File: src/design/dcc_pkg.sv
package dcc_pkg;

    typedef enum logic [1:0] {
        OP_SAMPLE = 2'd0,
        OP_WEIGHT = 2'd1,
        OP_BIAS   = 2'd2,
        OP_CLEAR  = 2'd3
    } op_t;

    typedef enum logic [1:0] {
        REG_IN_CHANNELS  = 2'd0,
        REG_OUT_CHANNELS = 2'd1,
        REG_KERNEL_TAPS  = 2'd2,
        REG_DILATION     = 2'd3
    } reg_idx_t;

    typedef enum logic [2:0] {
        ST_CLEAR,
        ST_IDLE,
        ST_EXEC,
        ST_START,
        ST_MAC,
        ST_DRAIN,
        ST_OUT
    } state_t;

    typedef struct packed {
        logic load;
        logic exec;
        logic clr_init;
        logic clr_step;
        logic o_init;
        logic o_start;
        logic mac_issue;
        logic out_load;
        logic ptr_adv;
    } cmd_t;

    typedef struct packed {
        op_t  op;
        logic clr_done;
        logic frame_end;
        logic mac_last;
        logic busy;
        logic out_free;
        logic o_last;
    } sts_t;

endpackage

File: src/design/dcc_ctrl.sv
module dcc_ctrl (
    input  logic          clk,
    input  logic          rst_n,
    input  logic          in_valid,
    output logic          in_ready,
    input  dcc_pkg::sts_t sts,
    output dcc_pkg::cmd_t cmd
);

    dcc_pkg::state_t state_reg;
    dcc_pkg::state_t state_next;

    always_ff @(posedge clk or negedge rst_n)
    begin
        if (!rst_n)
        begin
            state_reg <= dcc_pkg::ST_CLEAR;
        end
        else
        begin
            state_reg <= state_next;
        end
    end

    always_comb
    begin
        state_next = state_reg;
        cmd        = '0;
        in_ready   = 1'b0;
        unique case (state_reg)
            dcc_pkg::ST_CLEAR:
            begin
                cmd.clr_step = 1'b1;
                if (sts.clr_done)
                begin
                    state_next = dcc_pkg::ST_IDLE;
                end
            end
            dcc_pkg::ST_IDLE:
            begin
                in_ready = 1'b1;
                cmd.load = in_valid;
                if (in_valid)
                begin
                    state_next = dcc_pkg::ST_EXEC;
                end
            end
            dcc_pkg::ST_EXEC:
            begin
                cmd.exec = 1'b1;
                priority if (sts.op == dcc_pkg::OP_CLEAR)
                begin
                    cmd.clr_init = 1'b1;
                    state_next   = dcc_pkg::ST_CLEAR;
                end
                else if (sts.frame_end)
                begin
                    cmd.o_init = 1'b1;
                    state_next = dcc_pkg::ST_START;
                end
                else
                begin
                    state_next = dcc_pkg::ST_IDLE;
                end
            end
            dcc_pkg::ST_START:
            begin
                cmd.o_start = 1'b1;
                state_next  = dcc_pkg::ST_MAC;
            end
            dcc_pkg::ST_MAC:
            begin
                cmd.mac_issue = 1'b1;
                if (sts.mac_last)
                begin
                    state_next = dcc_pkg::ST_DRAIN;
                end
            end
            dcc_pkg::ST_DRAIN:
            begin
                if (!sts.busy)
                begin
                    state_next = dcc_pkg::ST_OUT;
                end
            end
            dcc_pkg::ST_OUT:
            begin
                if (sts.out_free)
                begin
                    cmd.out_load = 1'b1;
                    if (sts.o_last)
                    begin
                        cmd.ptr_adv = 1'b1;
                        state_next  = dcc_pkg::ST_IDLE;
                    end
                    else
                    begin
                        state_next = dcc_pkg::ST_START;
                    end
                end
            end
            default:
            begin
                state_next = dcc_pkg::ST_IDLE;
            end
        endcase
    end

    a_mac_to_drain: assert property (@(posedge clk) disable iff (!rst_n)
        (state_reg == dcc_pkg::ST_MAC && sts.mac_last) |=> state_reg == dcc_pkg::ST_DRAIN)
        else $error("mac loop did not end on last term");

    a_out_needs_room: assert property (@(posedge clk) disable iff (!rst_n)
        cmd.out_load |-> sts.out_free)
        else $error("result loaded into full output register");

    a_accept_then_exec: assert property (@(posedge clk) disable iff (!rst_n)
        (in_valid && in_ready) |=> state_reg == dcc_pkg::ST_EXEC)
        else $error("accepted transaction not executed");

endmodule

File: config.mk
export PLATFORM = sky130hd
export DESIGN_NAME = dcc_ctrl
export DESIGN_NICKNAME = d
export VERILOG_FILES = /design/src/design/dcc_pkg.sv /design/src/design/dcc_ctrl.sv
export SDC_FILE = /design/constraint.sdc
export NUM_CORES = 1
export LEC_CHECK = 0
export BUFFER_PORTS_ARGS = -buffer_cell sky130_fd_sc_hd__buf_4
export CAP_MARGIN = 40
export CORE_AREA = 4 4 41 43
export DETAILED_ROUTE_END_ITERATION = 8
export DIE_AREA = 0 0 45 47
export GPL_ROUTABILITY_DRIVEN = 0
export RECOVER_POWER = 100
export SETUP_SLACK_MARGIN = 0.15
export SYNTH_ARGS = -nofsm -noshare
export SYNTH_HDL_FRONTEND = slang
export SYNTH_SLANG_ARGS = --single-unit
File: constraint.sdc
create_clock -name clk -period 1.1 [get_ports clk]
set_input_delay 0 -clock clk [delete_from_list [all_inputs] [get_ports clk]]
set_output_delay 0 -clock clk [all_outputs]
set_load 0.02 [all_outputs]
==> results.ini, run 1 <==
[setup_path]
critical_path_class=reg -> out
reg2reg_depth=5
r2r_setup_slack_ps=-270
r2r_end=state_reg[1]
cp-end-kind=primary output
start_kind=register
required_ps=1100
path_max_fanout=6
rr_startpoint=state_reg[0]
worstPathArrival_ps=1410

[detailed_routing]
wire_per_inst_um=13.49
drc_errors=0
dr.pass1.iters=4
drt-total-wl_um=1295
viasPerCell=4.969
vias=477
first_iter_violations=3
drtAntennaViolNets=0

[floorplanning]
die_w_um=45
ioPinCount=21
die_area_um2=2115
design.core.area_um2=1301
rows=13
die_h_um=47
start_util_pct=23.94

[timing]
finalHoldViolations=0
clock.fmax_ghz=0.7082
fin_ws_ps=-312.0
worst_pin_slew_ps=251.3
finalMaxSlewViolations=0
period_minus_slack_ps=1412
grt_setup_unrepaired=true
finalCritPeriodShare_pct=128.4
slew_headroom_pct=83.02
hold_ws_ps=67.27
skew_ps=4.452
setup-violations-final=13

[cts]
clk_pin_slew_ps=40
cts_tree=done
clk_latency_ps=240
clockBufferDepth=2
cts_sinks=3
numCtsBuffers=3
cts_root_buf=clkbuf_4
h-tree-depth=1

[synthesis]
synth_area_um2=311.5
yosys_warnings=0
yosys.area.top_type=dfrtp_1
synth_async_sr_flop_share_pct=100.0
syn_nets=49
yosys-top-cells-count=3 x and3_1, 3 x dfrtp_1, 3 x nand2_1
ys_seq_area_share_pct=24.10
yosysTopAreaCellShare_pct=24.10
ys_types=26
synth_area_leaders=dfrtp_1 24%, and3_1 6.0%, a311oi_1 5.6%, and2_1 4.0%, nor2b_1 4.0%
synth_ff_type=dfrtp_1
syn_avg_cell_area_um2=8.199
syn_inst=38
ys_ff_latch=3
synth_enable_flop_cells=0

[final_layout]
n_antenna_cell=0
drive_above_1_share_pct=71.60
design_area_um2=795.8
syn_to_final_growth_pct=155.4
largest_reg_flops=3
nets=93

[place]
io_buffer_count=20
placed_area_um2=551.8
dp_hpwl_um=783.2

[min_path]
worstHoldEndpoint=state_reg[0]
hp-start=in_valid
min_path_type=in -> reg
whs_path_depth=3

[global_routing]
globalRouteOverflowTotal=0
top_usage_layer=met2
grt_use_met1_pct=13.21
grt.total_usage_pct=13.04
grtUsageMet3_pct=5.747
antenna_found_initial=0
grt_max_degree=9
grt_pass1_wl_um=1938
use_met2_pct=22.60
grt_pass1_vias=446

[power]
p_total_mw=2.168
p_per_area_nw_per_um2=2724
peakVddDrop_mv=1.492
p_leak_nw=0.3733

[job]
max_cap_violations=0

[run_status]
violations=negative setup slack
status=complete, but fails checks

logic make-up after synthesis:
logic type | synth area share (%)
muxes | 3.213
and+or+nand+nor | 40.56
DFF | 24.10
buffers and inverters | 8.031
AOI/OAI and AO/OA | 24.10
layout by cell type, fill, tap and decap left out, types with 2 or more instances in the layout:
cell	instances
a311oi_1	2
clkbuf_4	3
and2_4	2
clkbuf_1	2
buf_6	19
dfrtp_2	3
and3_4	3
nand2_1	2
buf_4	20
dlygate4sd3_1	2
repair_timing:
action,4_1_cts,5_1_grt
gates resized for setup,19,12
endpoints found under the setup margin,13,13
hold buffers,2,0
hold endpoints to repair,4,0
pin swaps,7,4
buffers inserted,4,9
routing by layer:
layer,up-vias,routed length (um)
met5,-,0
met2,22,671
met4,0,35
li1,227,-
met3,5,89
met1,223,499
power by group:
group / internal (mW) / switching (mW) / total [mW] / leakage [nW]
clock network: 0.137 / 0.0695 / 0.206 / 0.0150
logic: 1.02 / 0.646 / 1.66 / 0.325
registers: 0.177 / 0.121 / 0.298 / 0.0333
critical path: stages (launching register included):
cell and delay [ps]:
dfrtp_2 440, buf_6 130, nor3b_4 200, buf_6 130, and3_4 160, buf_6 110
layout make-up:
type | instances | area, um2
multi-input cells | 31 | 280.3
inverters | 1 | 3.754
well taps | 15 | 18.77
clock buffers | 4 | 26.28
flip-flops and latches | 3 | 78.83
fillers | 111 | 505.5
repair buffers | 42 | 387.9
how the worst max path moves through the flow:
stage	from	endpoint	slack, ps	cells after the start
finish	state_reg[0]	cmd[6]	-310	5
global route	state_reg[0]	cmd[6]	-360	5
CTS	state_reg[0]	cmd[4]	-330	5
detailed placement	state_reg[2]	state_reg[1]	-160	3
global placement	state_reg[2]	state_reg[1]	-140	3
floorplan	state_reg[0]	state_reg[1]	-170	4
stage by stage:
step / utilization [%] / setup WS (ps) / TNS, ps / std cells
2_1_floorplan: - / -170.4 / -314.1 / 38
5_1_grt: 61.15 / -356.7 / -3441 / 96
6_report: 61.15 / -312.0 / -2943 / 96
4_1_cts: 52.50 / -334.4 / -2281 / 87
3_5_place_dp: 42.40 / -157.2 / -634.4 / 77
3_3_place_gp: 42.40 / -139.3 / -566.5 / 77
Note: power is estimated with default switching activity, not from simulation.
==> inputs of run 2 (changes only) <==
--- a/config.mk
+++ b/config.mk
@@ -7,9 +7,9 @@
 export LEC_CHECK = 0
 export BUFFER_PORTS_ARGS = -buffer_cell sky130_fd_sc_hd__buf_4
 export CAP_MARGIN = 40
-export CORE_AREA = 4 4 41 43
+export CORE_AREA = 2 2 39 41
 export DETAILED_ROUTE_END_ITERATION = 8
-export DIE_AREA = 0 0 45 47
+export DIE_AREA = 0 0 41 43
 export GPL_ROUTABILITY_DRIVEN = 0
 export RECOVER_POWER = 100
 export SETUP_SLACK_MARGIN = 0.15
==> run 2 against run 1 <==
The flow still finishes with violations (negative setup slack). Flip-flop and latch count unchanged. Final cell count down 6.3%. Total power down 13%. Non-clock buffer count down 7. Largest cell class unchanged.
==> results.ini, run 2 (synthesis gave the netlist of run 1 again) <==
[timing]
skew_ps=1.825  ; was 4.452 ps
setup-violations-final=12  ; was 13
finalMaxSlewViolations=0  ; unchanged
slew_headroom_pct=75.65  ; was 83.02%
fin_ws_ps=-272.0  ; was -312.0 ps
finalCritPeriodShare_pct=124.7  ; was 128.4%
hold_ws_ps=94.35  ; was 67.27 ps
period_minus_slack_ps=1372  ; was 1412 ps
clock.fmax_ghz=0.7289  ; was 0.7082 GHz
worst_pin_slew_ps=360.4  ; was 251.3 ps
finalHoldViolations=0  ; unchanged
grt_setup_unrepaired=true  ; unchanged

[detailed_routing]
viasPerCell=4.856  ; was 4.969
first_iter_violations=4  ; was 3
dr.pass1.iters=3  ; was 4
wire_per_inst_um=12.39  ; was 13.49 um
drtAntennaViolNets=0  ; unchanged
drt-total-wl_um=1115  ; was 1295 um
vias=437  ; was 477
drc_errors=0  ; unchanged

[cts]
clk_latency_ps=230  ; was 240 ps
clk_pin_slew_ps=30  ; was 40 ps
cts_tree=done  ; unchanged
numCtsBuffers=3  ; unchanged
cts_sinks=3  ; unchanged
cts_root_buf=clkbuf_4  ; unchanged
clockBufferDepth=2  ; unchanged
h-tree-depth=1  ; unchanged

[power]
pwr-share-seq_pct=15.0  ; was 13.7%
switchingPower_uw=765.8  ; was 836.9 uW
p_per_area_nw_per_um2=2559  ; was 2724 nW/um2
p_leak_nw=0.3374  ; was 0.3733 nW
comb_power_share_pct=75.0  ; was 76.8%
switching_share_pct=40.47  ; was 38.61%
peakVddDrop_mv=1.114  ; was 1.492 mV
power.share.clock_pct=10.0  ; was 9.5%
p_int_mw=1.126  ; was 1.331 mW

[min_path]
min_path_type=in -> reg  ; unchanged

[place]
io_buffer_count=20  ; unchanged
place_inst=78  ; was 77
dp_hpwl_um=732.1  ; was 783.2 um
placed_area_um2=553.0  ; was 551.8 um2

[setup_path]
rr_startpoint=state_reg[0]  ; unchanged
path_max_fanout=5  ; was 6
critical_path_class=reg -> out  ; unchanged
cp-endpoint=cmd[6]  ; unchanged
worstPathArrival_ps=1370  ; was 1410 ps
cp-end-kind=primary output  ; unchanged
reg2reg_depth=4  ; was 5
r2r_end=state_reg[1]  ; unchanged
required_ps=1100  ; about the same
r2r_setup_slack_ps=-230  ; was -270 ps
critPathLaunch=state_reg[0]  ; unchanged
start_kind=register  ; unchanged

[floorplanning]
ioPinCount=21  ; unchanged
rows=14  ; was 13
die_h_um=43  ; was 47 um
start_util_pct=22.51  ; was 23.94%
die_area_um2=1763  ; was 2115 um2
design.core.area_um2=1384  ; was 1301 um2
die_w_um=41  ; was 45 um

[final_layout]
final_cell_mix=17 x buf_4, 15 x buf_6, 3 x and3_4, 3 x clkbuf_4, 3 x dfrtp_2  ; was 20 x buf_4, 19 x buf_6, 3 x and3_4, 3 x clkbuf_4, 3 x dfrtp_2
syn_to_final_growth_pct=137.3  ; was 155.4%
design_area_um2=739.5  ; was 795.8 um2
largest_reg_flops=3  ; unchanged
nets=86  ; was 93
filler_cell_count=141  ; was 111
multi_input_area_um2=290.3  ; was 280.3 um2
stdcell_count=90  ; was 96
layout_commonest_cell=buf_4  ; unchanged
drive_above_1_share_pct=70.27  ; was 71.60%
seq_area_um2=78.83  ; unchanged
n_antenna_cell=0  ; unchanged

[global_routing]
grt_pass1_vias=400  ; was 446
grt_pass1_wl_um=1690  ; was 1938 um
grt.total_usage_pct=14.50  ; was 13.04%
grt_max_degree=10  ; was 9
globalRouteOverflowTotal=0  ; unchanged
antenna_found_initial=0  ; unchanged

[run_status]
status=complete, but fails checks  ; unchanged
violations=negative setup slack  ; unchanged

[job]
max_cap_violations=0  ; unchanged

==> run 2: final cells by class <==
class,instances,share of cell area [%]
Clock buffer,4,3.553
Inverter,1,0.5076
Multi-Input combinational cell,31,39.26
Sequential cell,3,10.66
Tap cell,16,2.707
Timing Repair Buffer,35,43.32
==> run 2: repair_timing <==
| action | in CTS | in global routing |
|---|---|---|
| hold endpoints to repair | 4 | 0 |
| endpoints found under the setup margin | 13 | 13 |
| gates resized for setup | 17 | 12 |
| buffers inserted | 4 | 2 |
| hold buffers | 2 | 0 |
| gates cloned | 0 | 0 |
| pin swaps | 5 | 2 |
==> run 2: worst min path at each step <==
| stage | from | endpoint | slack [ps] | cells after the start |
|---|---|---|---|---|
| after floorplan | rst_n | state_reg[0] | -300 | 0 |
| after global placement | rst_n | state_reg[0] | -210 | 1 |
| after global routing | in_valid | state_reg[0] | 110 | 3 |
| after CTS | rst_n | state_reg[1] | 90 | 2 |
| final | in_valid | state_reg[0] | 90 | 3 |
| after detailed placement | rst_n | state_reg[2] | -210 | 1 |
==> run 2: power by group through the flow <==
stage	Combinational, mW	Sequential (mW)	Clock (mW)
floorplan	0.710	0.229	0
global placement	1.02	0.270	0
detailed placement	1.02	0.276	0
CTS	1.24	0.279	0.195
global route	1.52	0.301	0.198
finish	1.42	0.285	0.189
==> run 2: per-layer routing <==
metal  wire length (um)  GRT usage [%]  up-vias
met5                  0              0        -
met4                 14          8.000        0
li1                   -              -      215
met3                 64          3.141        2
met2                622          23.75       18
met1                413          16.23      202
==> run 2: critical path, cell delays in order, from the launching register on <==
cell and delay (ps):
dfrtp_2 420, buf_6 120, nor3b_4 190, buf_6 130
and3_4 160, buf_6 110
==> run 2: per-stage QoR <==
| stage | setup slack, ps | util (%) | TNS (ps) | total power [mW] |
|---|---|---|---|---|
| global route | -338.5 | 53.44 | -2834 | 2.016 |
| CTS | -284.1 | 49.37 | -2203 | 1.712 |
| global placement | -139.3 | 39.96 | -437.0 | 1.287 |
| floorplan | -170.4 | - | -314.1 | 0.9392 |
| finish | -272.0 | 53.44 | -2208 | 1.892 |
| detailed placement | -155.1 | 39.96 | -452.9 | 1.293 |
==> inputs of run 3 (changes only) <==
--- a/config.mk
+++ b/config.mk
@@ -12,7 +12,7 @@
 export DIE_AREA = 0 0 41 43
 export GPL_ROUTABILITY_DRIVEN = 0
 export RECOVER_POWER = 100
-export SETUP_SLACK_MARGIN = 0.15
+export SETUP_SLACK_MARGIN = 0.3
 export SYNTH_ARGS = -nofsm -noshare
 export SYNTH_HDL_FRONTEND = slang
 export SYNTH_SLANG_ARGS = --single-unit
==> run 3 against run 2 <==
The flow still finishes with violations (negative setup slack). Wire length grew 16%. Final cell count is 4.4% higher. Largest power group unchanged. Critical endpoint is now state_reg[1]. Sequential power is essentially flat. Count of clock-buffer cells in the layout unchanged. Total power is 12% higher. Clock skew grew 11 ps.
==> results.ini, run 3 (synthesis gave the netlist of run 1 again) <==
[timing]
skew_ps=13.28  ; was 1.825 ps
finalMaxSlewViolations=0  ; unchanged
finalCritPeriodShare_pct=126.4  ; was 124.7%
fin_ws_ps=-290.3  ; was -272.0 ps
setup-violations-final=13  ; was 12
hold_ws_ps=95.71  ; was 94.35 ps
worst_pin_slew_ps=278.5  ; was 360.4 ps
grt_setup_unrepaired=true  ; unchanged
slew_headroom_pct=81.31  ; was 75.65%
clock.fmax_ghz=0.7193  ; was 0.7289 GHz
finalHoldViolations=0  ; unchanged
period_minus_slack_ps=1390  ; was 1372 ps

[cts]
cts_root_buf=clkbuf_4  ; unchanged
cts_tree=done  ; unchanged
cts_sinks=3  ; unchanged
numCtsBuffers=3  ; unchanged
h-tree-depth=1  ; unchanged
clk_pin_slew_ps=50  ; was 30 ps
clk_latency_ps=240  ; was 230 ps
clockBufferDepth=2  ; unchanged

[setup_path]
path_max_fanout=5  ; unchanged
r2r_setup_slack_ps=-290  ; was -230 ps
worstPathArrival_ps=1510  ; was 1370 ps
start_kind=register  ; unchanged
cp-endpoint=state_reg[1]  ; was cmd[6]
critical_path_class=reg -> reg  ; was reg -> out
path_cells=buf_4, or3_1, a21oi_2, o32ai_2  ; was buf_6, nor3b_4, buf_6, and3_4, buf_6
critPathSlowestCell=dfrtp_1  ; was dfrtp_2
critical_path_buf_inv_count=1  ; was 3
cp-end-kind=register  ; was primary output
r2r_end=state_reg[1]  ; unchanged
critPathLaunch=state_reg[0]  ; unchanged
crit_family=flip-flops  ; unchanged
required_ps=1220  ; was 1100 ps
rr_startpoint=state_reg[0]  ; unchanged
reg2reg_depth=4  ; unchanged
cpPeakStageDelay_ps=420  ; about the same
cp.depth=4  ; was 5

[final_layout]
stdcell_count=94  ; was 90
layout_commonest_cell=buf_4  ; unchanged
nets=90  ; was 86
final_util_pct=58.23  ; was 53.44%
final_cell_mix=22 x buf_4, 13 x buf_6, 3 x and3_4, 3 x clkbuf_4  ; was 17 x buf_4, 15 x buf_6, 3 x and3_4, 3 x clkbuf_4, 3 x dfrtp_2
design_area_um2=805.8  ; was 739.5 um2
drive_above_1_share_pct=75.64  ; was 70.27%
filler_cell_count=133  ; was 141
syn_to_final_growth_pct=158.6  ; was 137.3%
seq_area_um2=77.57  ; was 78.83 um2
largest_reg_flops=3  ; unchanged
n_antenna_cell=0  ; unchanged
multi_input_area_um2=322.8  ; was 290.3 um2

[global_routing]
grt_pass1_vias=422  ; was 400
grt.total_usage_pct=14.89  ; was 14.50%
grt_max_degree=9  ; was 10
globalRouteOverflowTotal=0  ; unchanged
antenna_found_initial=0  ; unchanged
grt_pass1_wl_um=1697  ; was 1690 um

[detailed_routing]
viasPerCell=4.894  ; was 4.856
vias=460  ; was 437
wire_per_inst_um=13.73  ; was 12.39 um
drtAntennaViolNets=0  ; unchanged
dr.pass1.iters=4  ; was 3
first_iter_violations=6  ; was 4
drc_errors=0  ; unchanged
drt-total-wl_um=1291  ; was 1115 um

[place]
place_inst=79  ; was 78
placed_area_um2=560.5  ; was 553.0 um2
io_buffer_count=20  ; unchanged
dp_hpwl_um=710.8  ; was 732.1 um

[floorplanning]
ioPinCount=21  ; unchanged
die_h_um=43  ; unchanged
design.core.area_um2=1384  ; unchanged
die_w_um=41  ; unchanged
start_util_pct=22.51  ; unchanged
rows=14  ; unchanged
die_area_um2=1763  ; unchanged

[power]
peakVddDrop_mv=1.327  ; was 1.114 mV
p_leak_nw=0.3652  ; was 0.3374 nW
p_per_area_nw_per_um2=2641  ; was 2559 nW/um2

[job]
max_cap_violations=0  ; unchanged

[run_status]
status=complete, but fails checks  ; unchanged
violations=negative setup slack  ; unchanged

[min_path]
min_path_type=in -> async  ; was in -> reg

run 3: worst min path at each step:
stage	startpoint	slack, ps	endpoint
after floorplan	rst_n	-300	state_reg[0]
after global placement	rst_n	-210	state_reg[1]
after detailed placement	rst_n	-210	state_reg[0]
after CTS	rst_n	80	state_reg[1]
after global routing	in_valid	90	state_reg[0]
final	rst_n	100	state_reg[1]
run 3: what timing repair did:
item	in CTS	in global routing
endpoints found under the hold margin	4	0
endpoints found under the setup margin	13	13
buffers inserted	5	4
hold buffers	2	0
pin swaps	4	5
cloned	0	0
resized for setup	21	13
run 3: through the flow:
step	power, mW	setup TNS, ps	worst slack [ps]
global route	2.261	-3172	-366.4
CTS	1.798	-2128	-292.5
finish	2.128	-2437	-290.3
detailed placement	1.307	-500.2	-175.2
global placement	1.310	-451.2	-149.5
floorplan	0.9392	-314.1	-170.4
run 3: power by group:
part | internal (mW) | switching, mW | total (mW) | leakage [nW]
registers | 0.173 | 0.110 | 0.283 | 0.0342
logic | 0.956 | 0.686 | 1.64 | 0.316
clock network | 0.137 | 0.0673 | 0.204 | 0.0150
total | 1.26 | 0.863 | 2.13 | 0.365
run 3: metal layers:
layer,share of wire [%],GRT usage [%]
met1,34,13.27
met4,3.4,10.67
met2,57,24.69
met5,0,0
met3,5.2,6.283
run 3: final cells by class:
type                       instances  area share [%]
inverter                           1          0.4658
sequential                         3           9.627
multi-input combinational         31           40.06
tap                               16           2.484
timing repair buffer              39           44.10
clock buffer                       4           3.261
